--- src/sv/assert_macros.svh ---
// Assertion macros used by the top-level RTL file.
`ifndef ASSERT_MACROS_SVH
`define ASSERT_MACROS_SVH

// Same-cycle implication, checked at every rising edge outside reset.
`define ASSERT_IMPLIES(label, clk, rst_n, ante, cons) \
    label: assert property (@(posedge clk) disable iff (!rst_n) (ante) |-> (cons)) \
        else $error("assertion failed: implication");

// Next-cycle implication, checked at every rising edge outside reset.
`define ASSERT_NEXT(label, clk, rst_n, ante, cons) \
    label: assert property (@(posedge clk) disable iff (!rst_n) (ante) |=> (cons)) \
        else $error("assertion failed: next-cycle implication");

`endif

--- src/sv/fts_pkg.sv ---
package fts_pkg;

    // Field widths.
    localparam int STAMP_W = 48;
    localparam int DELTA_W = 17;
    localparam int EMA_W   = 25;
    localparam int FPS_W   = 28;
    localparam int TICK_W  = 40;

    // Stream widths: the output fields packed from delta upward, padded to bytes.
    localparam int IN_TDATA_W  = 48;
    localparam int OUT_FIELD_W = DELTA_W + EMA_W + DELTA_W + FPS_W + TICK_W + STAMP_W;
    localparam int OUT_TDATA_W = ((OUT_FIELD_W + 7) / 8) * 8;

    // Timing constants in microseconds.
    localparam logic [DELTA_W-1:0] MAX_DELTA    = DELTA_W'(100000);
    localparam logic [DELTA_W-1:0] PRESET_DELTA = DELTA_W'(16666);
    localparam logic [FPS_W-1:0]   FPS_NUM_Q8   = FPS_W'(256000000);

    // Exponential average: numerator 4*ema + 256*delta + 2 fits 27 bits, divided by 5.
    localparam int EMA_NUM_W = 27;
    localparam int EMA_REM_W = 3;
    localparam logic [EMA_REM_W:0] EMA_DIVISOR = 4'd5;

    // Sequencer counter covers the serial subtract and the serial divides.
    localparam int CNT_W     = 6;
    localparam int DIV_STEPS = FPS_W;

    localparam int DEFAULT_WINDOW_DEPTH = 64;

    typedef enum logic [2:0] {
        ST_IDLE,
        ST_SUB,
        ST_PREP,
        ST_DIV,
        ST_DONE
    } t_state;

endpackage

--- src/sv/frame_time_smoother_top.sv ---
// Sequence: an accepted tick runs the bit-serial timestamp subtract, a prepare step, the
// bit-serial EMA and FPS divides and a done state while running; a paused tick goes straight
// to done. A new tick is accepted only in idle, after the previous tick reaches done.
// The output register lets the next tick be accepted while a result waits to be taken.
// Reset (synchronous, active low) clears control and timing state; the delta ring reads as
// 16666 us until the write pointer first wraps, so no clearing pass is needed.
module frame_time_smoother_top #(
    parameter int WINDOW_DEPTH = fts_pkg::DEFAULT_WINDOW_DEPTH
) (
    input  logic                           i_clk,
    input  logic                           i_rst_n,
    // Configuration: paused_mode.
    input  logic                           i_cfg_we,
    input  logic                           i_cfg_wdata,
    // Input ticks.
    input  logic                           i_s_axis_tvalid,
    output logic                           o_s_axis_tready,
    // tdata fields from bit 0: now_us[47:0].
    input  logic [fts_pkg::IN_TDATA_W-1:0] i_s_axis_tdata,
    // Results.
    output logic                            o_m_axis_tvalid,
    input  logic                            i_m_axis_tready,
    // tdata fields from bit 0: delta_us[16:0], smooth_delta_q8[41:17], window_avg_us[58:42],
    // fps_q8[86:59], frames_seen[126:87], elapsed_us[174:127], zero pad [175].
    output logic [fts_pkg::OUT_TDATA_W-1:0] o_m_axis_tdata
);

`include "assert_macros.svh"

    // The window mean is a shift, so the depth must be a power of two; the block does not check it.
    localparam int POS_W   = $clog2(WINDOW_DEPTH);
    localparam int TOTAL_W = fts_pkg::DELTA_W + POS_W;
    localparam logic [TOTAL_W-1:0] TotalReset =
        TOTAL_W'(WINDOW_DEPTH * int'(fts_pkg::PRESET_DELTA));
    localparam logic [POS_W-1:0] LastPos = POS_W'(WINDOW_DEPTH - 1);
    // Clamp limit widened so the serial compare can index it by the bit counter.
    localparam logic [2**fts_pkg::CNT_W-1:0] MaxDeltaBits =
        (2**fts_pkg::CNT_W)'(fts_pkg::MAX_DELTA);
    localparam int PAD_W = fts_pkg::OUT_TDATA_W - fts_pkg::OUT_FIELD_W;

    // Control state.
    fts_pkg::t_state r_state, n_state;
    logic [fts_pkg::CNT_W-1:0] r_cnt;
    logic r_paused;
    logic r_skip;
    logic r_out_valid;

    // Timing state.
    logic [fts_pkg::STAMP_W-1:0] r_last;
    logic [fts_pkg::EMA_W-1:0]   r_ema;
    logic [TOTAL_W-1:0]          r_total;
    logic [POS_W-1:0]            r_pos;
    logic                        r_wrapped;
    logic [fts_pkg::TICK_W-1:0]  r_ticks;

    // Work registers.
    logic [fts_pkg::STAMP_W-1:0]   r_diff;
    logic                          r_borrow;
    logic                          r_gt;
    logic [fts_pkg::DELTA_W-1:0]   r_delta;
    logic [fts_pkg::DELTA_W-1:0]   r_avg;
    logic [fts_pkg::EMA_NUM_W-1:0] r_ema_num;
    logic [fts_pkg::EMA_REM_W-1:0] r_ema_rem;
    logic [fts_pkg::FPS_W-1:0]     r_fps_num;
    logic [fts_pkg::DELTA_W-1:0]   r_fps_rem;
    logic [fts_pkg::OUT_TDATA_W-1:0] r_out_data;

    // Sequencer controls.
    logic w_accept;
    logic w_sub_step;
    logic w_prep;
    logic w_div_step;
    logic w_div_last;
    logic w_load_out;

    // Next state.
    always_comb begin
        n_state = r_state;
        case (r_state)
            fts_pkg::ST_IDLE: begin
                if (i_s_axis_tvalid) begin
                    n_state = r_paused ? fts_pkg::ST_DONE : fts_pkg::ST_SUB;
                end
            end
            fts_pkg::ST_SUB: begin
                if (r_cnt == fts_pkg::CNT_W'(fts_pkg::STAMP_W - 1)) begin
                    n_state = fts_pkg::ST_PREP;
                end
            end
            fts_pkg::ST_PREP: begin
                n_state = fts_pkg::ST_DIV;
            end
            fts_pkg::ST_DIV: begin
                if (r_cnt == fts_pkg::CNT_W'(fts_pkg::DIV_STEPS - 1)) begin
                    n_state = fts_pkg::ST_DONE;
                end
            end
            fts_pkg::ST_DONE: begin
                if (!r_out_valid || i_m_axis_tready) begin
                    n_state = fts_pkg::ST_IDLE;
                end
            end
            default: begin
                n_state = fts_pkg::ST_IDLE;
            end
        endcase
    end

    // Sequencer outputs.
    always_comb begin
        o_s_axis_tready = 1'b0;
        w_sub_step      = 1'b0;
        w_prep          = 1'b0;
        w_div_step      = 1'b0;
        w_load_out      = 1'b0;
        case (r_state)
            fts_pkg::ST_IDLE: o_s_axis_tready = 1'b1;
            fts_pkg::ST_SUB:  w_sub_step = 1'b1;
            fts_pkg::ST_PREP: w_prep = 1'b1;
            fts_pkg::ST_DIV:  w_div_step = 1'b1;
            fts_pkg::ST_DONE: w_load_out = !r_out_valid || i_m_axis_tready;
            default: o_s_axis_tready = 1'b0;
        endcase
    end

    assign w_accept   = o_s_axis_tready && i_s_axis_tvalid;
    assign w_div_last = w_div_step && (r_cnt == fts_pkg::CNT_W'(fts_pkg::DIV_STEPS - 1));

    // Serial subtract, one bit per cycle from the LSB, with a running clamp compare.
    logic w_a, w_b, w_d, w_m;
    always_comb begin
        w_a = r_diff[0];
        w_b = r_last[0];
        w_d = w_a ^ w_b ^ r_borrow;
        w_m = MaxDeltaBits[r_cnt];
    end

    // Ring memory holding the last deltas.
    logic [fts_pkg::DELTA_W-1:0] w_rd_data;
    logic [fts_pkg::DELTA_W-1:0] w_old;
    logic [fts_pkg::DELTA_W-1:0] w_delta;
    logic [TOTAL_W-1:0]          w_total;

    fts_ram #(
        .WIDTH (fts_pkg::DELTA_W),
        .DEPTH (WINDOW_DEPTH)
    ) u_ring (
        .i_clk   (i_clk),
        .i_we    (w_prep),
        .i_waddr (r_pos),
        .i_wdata (w_delta),
        .i_re    (w_accept),
        .i_raddr (r_pos),
        .o_rdata (w_rd_data)
    );

    // Clamped delta, ring sum update and EMA numerator.
    always_comb begin
        w_delta = r_gt ? fts_pkg::MAX_DELTA : r_diff[fts_pkg::DELTA_W-1:0];
        w_old   = r_wrapped ? w_rd_data : fts_pkg::PRESET_DELTA;
        w_total = r_total - TOTAL_W'(w_old) + TOTAL_W'(w_delta);
    end

    logic [fts_pkg::EMA_NUM_W-1:0] w_ema_init;
    assign w_ema_init = {r_ema, 2'b00} + {2'b00, w_delta, 8'd0}
                        + fts_pkg::EMA_NUM_W'(2);

    // Divide steps: by five for the EMA, by the window mean for the frame rate.
    logic [fts_pkg::EMA_REM_W:0] w_ema_part;
    logic                        w_ema_ge;
    logic [fts_pkg::DELTA_W:0]   w_fps_part;
    logic                        w_fps_ge;
    logic [fts_pkg::DELTA_W:0]   w_fps_diff;
    always_comb begin
        w_ema_part = {r_ema_rem, r_ema_num[fts_pkg::EMA_NUM_W-1]};
        w_ema_ge   = w_ema_part >= fts_pkg::EMA_DIVISOR;
        w_fps_part = {r_fps_rem, r_fps_num[fts_pkg::FPS_W-1]};
        w_fps_ge   = w_fps_part >= {1'b0, r_avg};
        w_fps_diff = w_fps_part - {1'b0, r_avg};
    end

    // Result assembly.
    logic [fts_pkg::OUT_TDATA_W-1:0] w_result;
    logic [fts_pkg::FPS_W-1:0]       w_fps;
    always_comb begin
        w_fps = (r_avg == '0) ? '0 : r_fps_num;
        if (r_skip) begin
            w_result = {{PAD_W{1'b0}}, r_last, r_ticks,
                        {(fts_pkg::DELTA_W + fts_pkg::EMA_W + fts_pkg::DELTA_W
                          + fts_pkg::FPS_W){1'b0}}};
        end else begin
            w_result = {{PAD_W{1'b0}}, r_last, r_ticks, w_fps, r_avg, r_ema, r_delta};
        end
    end

    // Control registers.
    always_ff @(posedge i_clk) begin
        if (!i_rst_n) begin
            r_state     <= fts_pkg::ST_IDLE;
            r_cnt       <= '0;
            r_paused    <= 1'b0;
            r_skip      <= 1'b0;
            r_out_valid <= 1'b0;
            r_last      <= '0;
            r_ema       <= '0;
            r_total     <= TotalReset;
            r_pos       <= '0;
            r_wrapped   <= 1'b0;
            r_ticks     <= '0;
        end else begin
            r_state <= n_state;
            if (i_cfg_we) begin
                r_paused <= i_cfg_wdata;
            end
            if (w_accept || w_prep || w_div_last) begin
                r_cnt <= '0;
            end else if (w_sub_step || w_div_step) begin
                r_cnt <= r_cnt + 1'b1;
            end
            if (w_accept) begin
                r_skip <= r_paused;
            end
            if (w_load_out) begin
                r_out_valid <= 1'b1;
            end else if (i_m_axis_tready) begin
                r_out_valid <= 1'b0;
            end
            // The new timestamp rotates into the last-stamp register during the subtract.
            if (w_sub_step) begin
                r_last <= {w_a, r_last[fts_pkg::STAMP_W-1:1]};
            end
            if (w_prep) begin
                r_total <= w_total;
                r_pos   <= (r_pos == LastPos) ? '0 : r_pos + 1'b1;
                r_ticks <= r_ticks + 1'b1;
                if (r_pos == LastPos) begin
                    r_wrapped <= 1'b1;
                end
            end
            if (w_div_last) begin
                r_ema <= r_ema_num[fts_pkg::EMA_W-1:0] +
                         fts_pkg::EMA_W'(w_ema_ge && (r_cnt < fts_pkg::CNT_W'(fts_pkg::EMA_NUM_W)));
            end
        end
    end

    // Datapath registers.
    always_ff @(posedge i_clk) begin
        if (w_accept) begin
            r_diff   <= i_s_axis_tdata[fts_pkg::STAMP_W-1:0];
            r_borrow <= 1'b0;
            r_gt     <= 1'b0;
        end else if (w_sub_step) begin
            r_diff   <= {w_d, r_diff[fts_pkg::STAMP_W-1:1]};
            r_borrow <= (!w_a && w_b) || (!(w_a ^ w_b) && r_borrow);
            r_gt     <= (w_d && !w_m) || (!(w_d ^ w_m) && r_gt);
        end
        if (w_prep) begin
            r_delta   <= w_delta;
            r_avg     <= w_total[TOTAL_W-1 -: fts_pkg::DELTA_W];
            r_ema_num <= w_ema_init;
            r_ema_rem <= '0;
            r_fps_num <= fts_pkg::FPS_NUM_Q8;
            r_fps_rem <= '0;
        end else if (w_div_step) begin
            if (r_cnt < fts_pkg::CNT_W'(fts_pkg::EMA_NUM_W)) begin
                r_ema_num <= {r_ema_num[fts_pkg::EMA_NUM_W-2:0], w_ema_ge};
                r_ema_rem <= w_ema_ge ? fts_pkg::EMA_REM_W'(w_ema_part - fts_pkg::EMA_DIVISOR)
                                      : w_ema_part[fts_pkg::EMA_REM_W-1:0];
            end
            r_fps_num <= {r_fps_num[fts_pkg::FPS_W-2:0], w_fps_ge};
            r_fps_rem <= w_fps_ge ? w_fps_diff[fts_pkg::DELTA_W-1:0]
                                  : w_fps_part[fts_pkg::DELTA_W-1:0];
        end
        if (w_load_out) begin
            r_out_data <= w_result;
        end
    end

    assign o_m_axis_tvalid = r_out_valid;
    assign o_m_axis_tdata  = r_out_data;

    // A tick either starts the subtract or, when paused, goes straight to the result.
    `ASSERT_NEXT(a_accept_next, i_clk, i_rst_n, w_accept,
        r_state == fts_pkg::ST_SUB || r_state == fts_pkg::ST_DONE)
    // The delivered delta never exceeds the clamp.
    `ASSERT_IMPLIES(a_delta_clamped, i_clk, i_rst_n, o_m_axis_tvalid,
        o_m_axis_tdata[fts_pkg::DELTA_W-1:0] <= fts_pkg::MAX_DELTA)
    // A zero window mean reports a zero frame rate.
    `ASSERT_IMPLIES(a_fps_zero, i_clk, i_rst_n,
        o_m_axis_tvalid && (o_m_axis_tdata[58:42] == '0),
        o_m_axis_tdata[86:59] == '0)

endmodule

--- src/sv/fts_ram.sv ---
module fts_ram #(
    parameter int WIDTH = 17,
    parameter int DEPTH = 64
) (
    input  logic                     i_clk,
    input  logic                     i_we,
    input  logic [$clog2(DEPTH)-1:0] i_waddr,
    input  logic [WIDTH-1:0]         i_wdata,
    input  logic                     i_re,
    input  logic [$clog2(DEPTH)-1:0] i_raddr,
    output logic [WIDTH-1:0]         o_rdata
);

    logic [WIDTH-1:0] r_mem [DEPTH];
    logic [WIDTH-1:0] r_rdata;

    // One write port and one registered read port.
    always_ff @(posedge i_clk) begin
        if (i_we) begin
            r_mem[i_waddr] <= i_wdata;
        end
        if (i_re) begin
            r_rdata <= r_mem[i_raddr];
        end
    end

    assign o_rdata = r_rdata;

endmodule

--- config.mk ---
export PLATFORM = sky130hd
export DESIGN_NAME = frame_time_smoother_top
export DESIGN_NICKNAME = d
export VERILOG_FILES = /design/src/sv/fts_pkg.sv /design/src/sv/frame_time_smoother_top.sv /design/src/sv/fts_ram.sv
export VERILOG_INCLUDE_DIRS = /design/src /design/src/sv
export SDC_FILE = /design/constraint.sdc
export NUM_CORES = 2
export LEC_CHECK = 0
export BUFFER_PORTS_ARGS = -buffer_cell sky130_fd_sc_hd__buf_2
export CORE_MARGIN = 2
export CORE_UTILIZATION = 58
export CTS_BUF_LIST = sky130_fd_sc_hd__clkbuf_4 sky130_fd_sc_hd__clkbuf_8
export CTS_CLUSTER_DIAMETER = 80
export DETAILED_ROUTE_END_ITERATION = 10
export GPL_ROUTABILITY_DRIVEN = 0
export PLACE_DENSITY = 0.78
export SLEW_MARGIN = 15
export SYNTH_ARGS = -nofsm -noshare
export SYNTH_HDL_FRONTEND = slang
export SYNTH_SLANG_ARGS = --single-unit
export TNS_END_PERCENT = 100
--- constraint.sdc ---
create_clock -name i_clk -period 5.6 [get_ports i_clk]
set_input_delay 0.56 -clock i_clk [delete_from_list [all_inputs] [get_ports i_clk]]
set_output_delay 0.56 -clock i_clk [all_outputs]
set_load 0.02 [all_outputs]
**Word-level counts from Yosys, hierarchy flattened**

Memory sizes are Yosys's and may differ from the RTL's. A register that Yosys moved wholly into a read port is not among the register bits.
Cells that the tools add are included.

- Memories kept: 2
- Output and inout port bits: 178
- Bits of input ports: 54
- Word-level logic and storage cells: 112
- ROM bits: 64
- Memory bits (writable): 1088
- Register bits: 490

- Equal/unequal tests: 11
- Multiplexer cells: 28
- $lt $le $gt $ge: 4
- Reductions and logical operators: 30
- Add/subtract/negate cells: 10
- Bitwise operators: 4

Memories:

| name | words | width | read ports | clocked after Yosys merged registers in | wr ports | RTL line | source |
|---|---|---|---|---|---|---|---|
| u_ring.r_mem | 64 | 17 | 1 | 1 | 1 | fts_ram.sv:14 | `logic [WIDTH-1:0] r_mem [DEPTH];` |
| (name not given) | 64 | 1 | 1 | 1 | 0 | frame_time_smoother_top.sv:135 | `w_m = MaxDeltaBits[r_cnt];` |

Operators with widths:

| kind | number |
|---|---|
| 2-to-1 mux 48 bit | 2 |
| 2-to-1 mux 27 bit | 3 |
| 2-to-1 mux 17 bit | 3 |
| adder 40 x 1 -> 40 bit (second input constant) | 1 |
| adder 27 x 2 -> 27 bit (second input constant) | 1 |
| adder 27 x 25 -> 27 bit | 1 |
| adder 25 x 1 -> 25 bit | 1 |
| adder 23 x 17 -> 23 bit | 1 |
| subtractor 23 x 17 -> 23 bit | 1 |
| greater-or-equal comparator 18 x 17 -> 1 bit | 1 |
| 2-to-1 mux 3 bit | 6 |
| 2-to-1 mux 6 bit | 3 |
| logical NOT 17 bit | 1 |
| subtractor 17 bit | 1 |
| case mux 3 bit (5 select lines) | 1 |
| adder 6 x 1 -> 6 bit (second input constant) | 2 |
| equality test 6 bit (second input constant) | 2 |
| 2-to-1 mux 1 bit | 10 |
| != test 2 bit (second input constant) | 4 |
| nonzero test 2 bit | 4 |
| logical AND 1 bit | 7 |
| less-than comparator 6 x 7 -> 1 bit (second input constant) | 1 |
| equality test 3 x 2 -> 1 bit (second input constant) | 2 |
| equality test 6 x 5 -> 1 bit (second input constant) | 1 |
| other kinds (13) | 27 |

**Logic depth before layout (Yosys ltp)**

- Word-level depth: 7
- Depth in mapped cells: 13
- Gate-level depth less buffers: 13

**Modules after synthesis**

A second synthesis with hierarchy kept.

- Cell total of the unflattened synthesis: 3940
- Area, all modules: 64605.7 µm²

By module, submodules not included:

| module | cells each | area each (µm²) | sequential area each (µm²) | instances |
|---|---|---|---|---|
| fts_ram | 1953 | 42514.5 | 33181.8 | 1 |
| frame_time_smoother_top | 1987 | 22091.2 | 12652.1 | 1 |

**Worst setup path after synthesis**

No wires, ideal clock.

- Path kind: register to register
- Start point: register r_state[1]
- End point: register r_out_data (netlist bit o_m_axis_tdata[0]), enable pin
- Arrival: 4789 ps
- Slack: 254 ps
- Clock period less this slack: 5346 ps
- Library setup time: 557 ps
- Path buffers: 1
- Cell stages (with the launch flop): 4
- Data required time: 5043 ps
- Path through: dfxtp_1 -> clkbuf_1 -> nor2_1 -> and3_1

- Longest elaborated chain between the ends: 2

Ends and longest elaborated chain:

| what | RTL line | source |
|---|---|---|
| start: declaration | frame_time_smoother_top.sv:42 | `fts_pkg::t_state r_state, n_state;` |
| start signal: assignment | frame_time_smoother_top.sv:199 | `r_state <= fts_pkg::ST_IDLE;` |
| start signal: assignment | frame_time_smoother_top.sv:211 | `r_state <= n_state;` |
| equality test 3 bit | frame_time_smoother_top.sv:116 | `case (r_state)` |
| 2-to-1 mux 1 bit | frame_time_smoother_top.sv:116 |  |
| via w_load_out | frame_time_smoother_top.sv:74 | `logic w_load_out;` |
| end signal: assignment | frame_time_smoother_top.sv:276 | `r_out_data <= w_result;` |
| end: declaration | frame_time_smoother_top.sv:66 | `logic [fts_pkg::OUT_TDATA_W-1:0] r_out_data;` |

The timed path passes the listed nets, and every way through them passes these cells.
A chain may end at the register's enable or synchronous reset.

==> parameters.txt <==
Parameter                              Value

Hold path
  Type of the tightest min-delay check    in -> reg

Setup path
  Cells along the critical path    and2_1, and2_1, a22o_1, a21oi_1, a31oi_1, nor4_1, o211ai_1
  Arr. time, crit path    5.23 ns
  Longest individual stage delay on the worst path    1.12 ns
  Data required, critical path    6.36 ns
  Critical Path End Type    flop
  Critical path peak fanout    42
  Slowest stage cell, crit path    sky130_fd_sc_hd__and2_1
  Startpoint type of the worst setup path    flop
  Most prevalent standard cell on the critical path    sky130_fd_sc_hd__and2_1
  Kind of critical path    reg -> reg

Placed design
  DPL Wire Length    101 mm
  Placed Instances    5971
  Port Buffer Count    230
  Post-placement worst setup slack    1.40 ns

Synth
  Mapped Avg Cell Area    14.7 µm²
  Share of the yosys chip area belonging to registers    71.4%
  Multiplexer share of the synthesized area    6.10%
  Number of enable-type register cells in the synthesized netlist    1389
  Area fraction in and, or, nand and nor cells after synthesis    7.45%
  Synth Flop Type    sky130_fd_sc_hd__edfxtp_1
  Synthesized area    64200 µm²
  Synthesized instance count    4365
  Largest family of logic cells by synthesized area    compound AO/OA/AOI/OAI gates
  Netlist cell types    75
  Share of synthesized flip-flops with an asynchronous set or reset    0%
  Post-synthesis register bit count    1595
  Share of the synthesized netlist area taken by xor and xnor gates    1.50%
  Top cell type by total area after synthesis    sky130_fd_sc_hd__edfxtp_1
  Post-Synthesis Net Count    4506
  Synth top area share    64.9%
  Adder-cell area share of the yosys netlist    1.93%
  Compound-Gate Fraction of Synth Area    9.44%
  Number of warnings printed during yosys synthesis    0
  Synth area leaders    sky130_fd_sc_hd__edfxtp_1, sky130_fd_sc_hd__dfxtp_1, sky130_fd_sc_hd__nand2_1

STA
  RSZ-0062 raised after global routing    no
  Final Slew Violations    0
  Shortest period the worst path allows    4.47 ns
  Pin slew with the least headroom to its limit    1.31 ns
  Final Cycle Share    79.8%
  Count of endpoints failing setup in the final report    0
  Smallest setup slack after layout    1.13 ns
  Worst Hold Slack    0.143 ns
  Achievable frequency    224 MHz
  Final TNS setup    0 ns
  Worst slew margin relative to its limit    12.8%
  Clock Skews    0.0580 ns
  Fin. Hold Viols    0

Routing
  Total DRC errors in the routed layout    0
  Number of optimization iterations in the first detailed-route pass    7
  Via count    41200
  Routed length on met3    21.2 mm
  Routed length per instance    26.5 µm
  Drt first-iter violations    5342
  Top sig layer    met5
  Routed met2 length    79.8 mm
  Met1 layer wirelength in the final routing    60.3 mm
  Antenna Violating Nets Remaining    0
  Number of vias per cell after detailed routing    6.36
  Total wire length after detailed routing    171 mm

Layout
  Nets@finish    4915
  Footprint of the multi-input gates    17200 µm²
  Layout Area Growth over Synthesis    13.4%
  Number of standard cells in the layout, taps in and fillers out    6474
  Layout cell share with drive strength beyond 1    20.1%
  Count of fill cells added during filler insertion    7409
  Sequential cell area in the final layout    45800 µm²

Clock network
  Post-CTS Hold Fix Bufs    52
  Clk root buf    sky130_fd_sc_hd__clkbuf_8
  TritonCTS clock tree    yes
  Clock tree sinks    1595
  H-tree levels    4
  Maximum number of buffers from clock root to sink    3
  Clock buffer count from CTS    237
  Resize count post-CTS    0
  Count of buffers added by post-CTS timing repair for setup    0
  CTS clock-pin slew for the worst setup and hold paths    0.07 ns
  Source-to-sink clock delay at the later pin of the worst-skew pair    0.95 ns

Global routing
  Largest net degree at the start of global routing    176
  Global-route wire length before repair    252 mm
  Via count of the first global-routing pass    40000
  GRT Residual Overflow    0
  Antenna violations before repair    10
  Total routing resource utilization after global routing    30.0%

Die
  Vertical die dimension    337 µm
  Core Region    110000 µm²
  Initial Utilization    58.3%
  Standard-cell rows    122
  Horiz. Die Dim    337 µm
  Boundary pin count    232
  Die Footprint    113000 µm²

Power
  Static Leak    24.7 nW
  Worst VDD drop    233 µV
  Power per cell area    343 nW/µm²

Job
  Max capacitance violation total    0

Status
  Result of the run    finished clean
==> metal layers <==
metal,vias up,GRT usage (%)
met5,-,0.128
met3,615,8.77
met1,20000,37.5
li1,17600,-
met2,2962,47.2
met4,4,16.4
==> registers in the layout (all words and copies together), names as in the netlist, 25 cells and up <==
name,flops
o_m_axis_tdata,175
r_fps_num,28
r_diff,48
r_last,48
r_ticks,40
r_ema_num,27
r_ema,25
u_ring.r_mem,1088
==> synthesized netlist by cell type, types with 10 or more instances <==
| cell | count |
|---|---|
| sky130_fd_sc_hd__xnor2_1 | 52 |
| sky130_fd_sc_hd__mux4_2 | 60 |
| sky130_fd_sc_hd__clkbuf_1 | 151 |
| sky130_fd_sc_hd__edfxtp_1 | 1389 |
| sky130_fd_sc_hd__dfxtp_1 | 206 |
| sky130_fd_sc_hd__nand2b_1 | 29 |
| sky130_fd_sc_hd__inv_1 | 89 |
| sky130_fd_sc_hd__ha_1 | 67 |
| sky130_fd_sc_hd__o31ai_1 | 10 |
| sky130_fd_sc_hd__a211oi_1 | 47 |
| sky130_fd_sc_hd__a21o_1 | 26 |
| sky130_fd_sc_hd__xor2_1 | 58 |
| sky130_fd_sc_hd__nand4_1 | 24 |
| sky130_fd_sc_hd__o211ai_1 | 15 |
| sky130_fd_sc_hd__nand2_1 | 372 |
| sky130_fd_sc_hd__buf_1 | 19 |
| sky130_fd_sc_hd__and2_1 | 62 |
| sky130_fd_sc_hd__a31oi_1 | 17 |
| sky130_fd_sc_hd__mux2i_1 | 117 |
| sky130_fd_sc_hd__a21oi_1 | 255 |
| sky130_fd_sc_hd__nand3_1 | 60 |
| sky130_fd_sc_hd__o221ai_1 | 13 |
| sky130_fd_sc_hd__a22oi_1 | 96 |
| sky130_fd_sc_hd__nor2_1 | 299 |
| sky130_fd_sc_hd__buf_2 | 59 |
| sky130_fd_sc_hd__a221oi_1 | 158 |
| sky130_fd_sc_hd__nor2b_1 | 73 |
| sky130_fd_sc_hd__a221o_1 | 12 |
| sky130_fd_sc_hd__mux2_2 | 124 |
| sky130_fd_sc_hd__o21ai_0 | 128 |
| sky130_fd_sc_hd__nor3_1 | 32 |
| sky130_fd_sc_hd__a22o_1 | 25 |
| sky130_fd_sc_hd__and3_1 | 20 |
| sky130_fd_sc_hd__fa_1 | 20 |
| sky130_fd_sc_hd__buf_4 | 18 |
| sky130_fd_sc_hd__o22ai_1 | 42 |
| sky130_fd_sc_hd__nor4_1 | 10 |
==> per-stage QoR <==
step | cell area (µm²) | util [%] | power, mW
2_1_floorplan | 64200 | - | 14.9
3_3_place_gp | 67500 | 61.2 | 15.5
3_5_place_dp | 67500 | 61.2 | 15.6
4_1_cts | 72800 | 66.0 | 25.0
5_1_grt | 72800 | 66.1 | 25.7
6_report | 72800 | 66.1 | 25.0
==> cell usage in the layout, fill, tap and decap left out, drive strengths merged, types with 42 or more instances in the layout <==
master / count
a22oi: 96
clkbuf: 324
a211oi: 47
a221oi: 158
and2: 62
o21ai: 128
edfxtp: 1389
o22ai: 42
a21oi: 255
dlygate4sd3: 52
ha: 67
buf: 366
mux4: 60
xor2: 58
mux2: 124
clkinv: 98
nor2: 299
inv: 103
nand3: 62
nor2b: 73
xnor2: 52
mux2i: 117
dfxtp: 206
nand2: 372
==> cell families after synthesis <==
group                      after synthesis
AOI/OAI and AO/OA                      900
xor gates and xnor gates               110
adders and majority gates               87
buffers and inverters                  339
DFF                                   1595
muxes                                  301
other                                    1
and+or+nand+nor                       1032
==> worst max-delay path, delay by kind of cell, from the launching register on <==
kind | cells | cell delay (ns)
AND/OR/NAND/NOR | 3 | 2.33
AO/OA/AOI/OAI | 4 | 1.03
flip-flops | 1 | 0.88
==> power by group <==
group,leakage [nW],total (mW),internal [mW],switching [mW]
logic,7.88,1.81,0.459,1.35
clock network,2.56,9.55,5.01,4.54
registers,14.2,13.6,13.5,0.0811
==> path summary, 6_finish.rpt <==
| kind | startpoint | end | slack (ns) | depth (start not counted) |
|---|---|---|---|---|
| worst max-delay path | r_pos[1]$_SDFFE_PN0P_ | u_ring.o_rdata[0]$_DFFE_PP_ | 1.13 | 7 |
| worst min-delay path | i_rst_n | r_total[20]$_SDFFE_PN1P_ | 0.14 | 2 |
| worst max register to register | r_pos[1]$_SDFFE_PN0P_ | u_ring.o_rdata[0]$_DFFE_PP_ | 1.13 | 7 |
| worst min register to register | r_total[5]$_SDFFE_PN0P_ | r_total[5]$_SDFFE_PN0P_ | 0.45 | 2 |
==> area by class of cell <==
cell class | count | share of cell area, %
clock inverter | 121 | 1.18
multi-input combinational | 2431 | 23.6
antenna | 6 | 0.0206
timing repair buffer | 418 | 3.80
tap | 1488 | 2.56
sequential | 1595 | 63.0
inverter | 91 | 0.476
clock buffer | 324 | 5.45
Power figures use the tool's default switching activity.
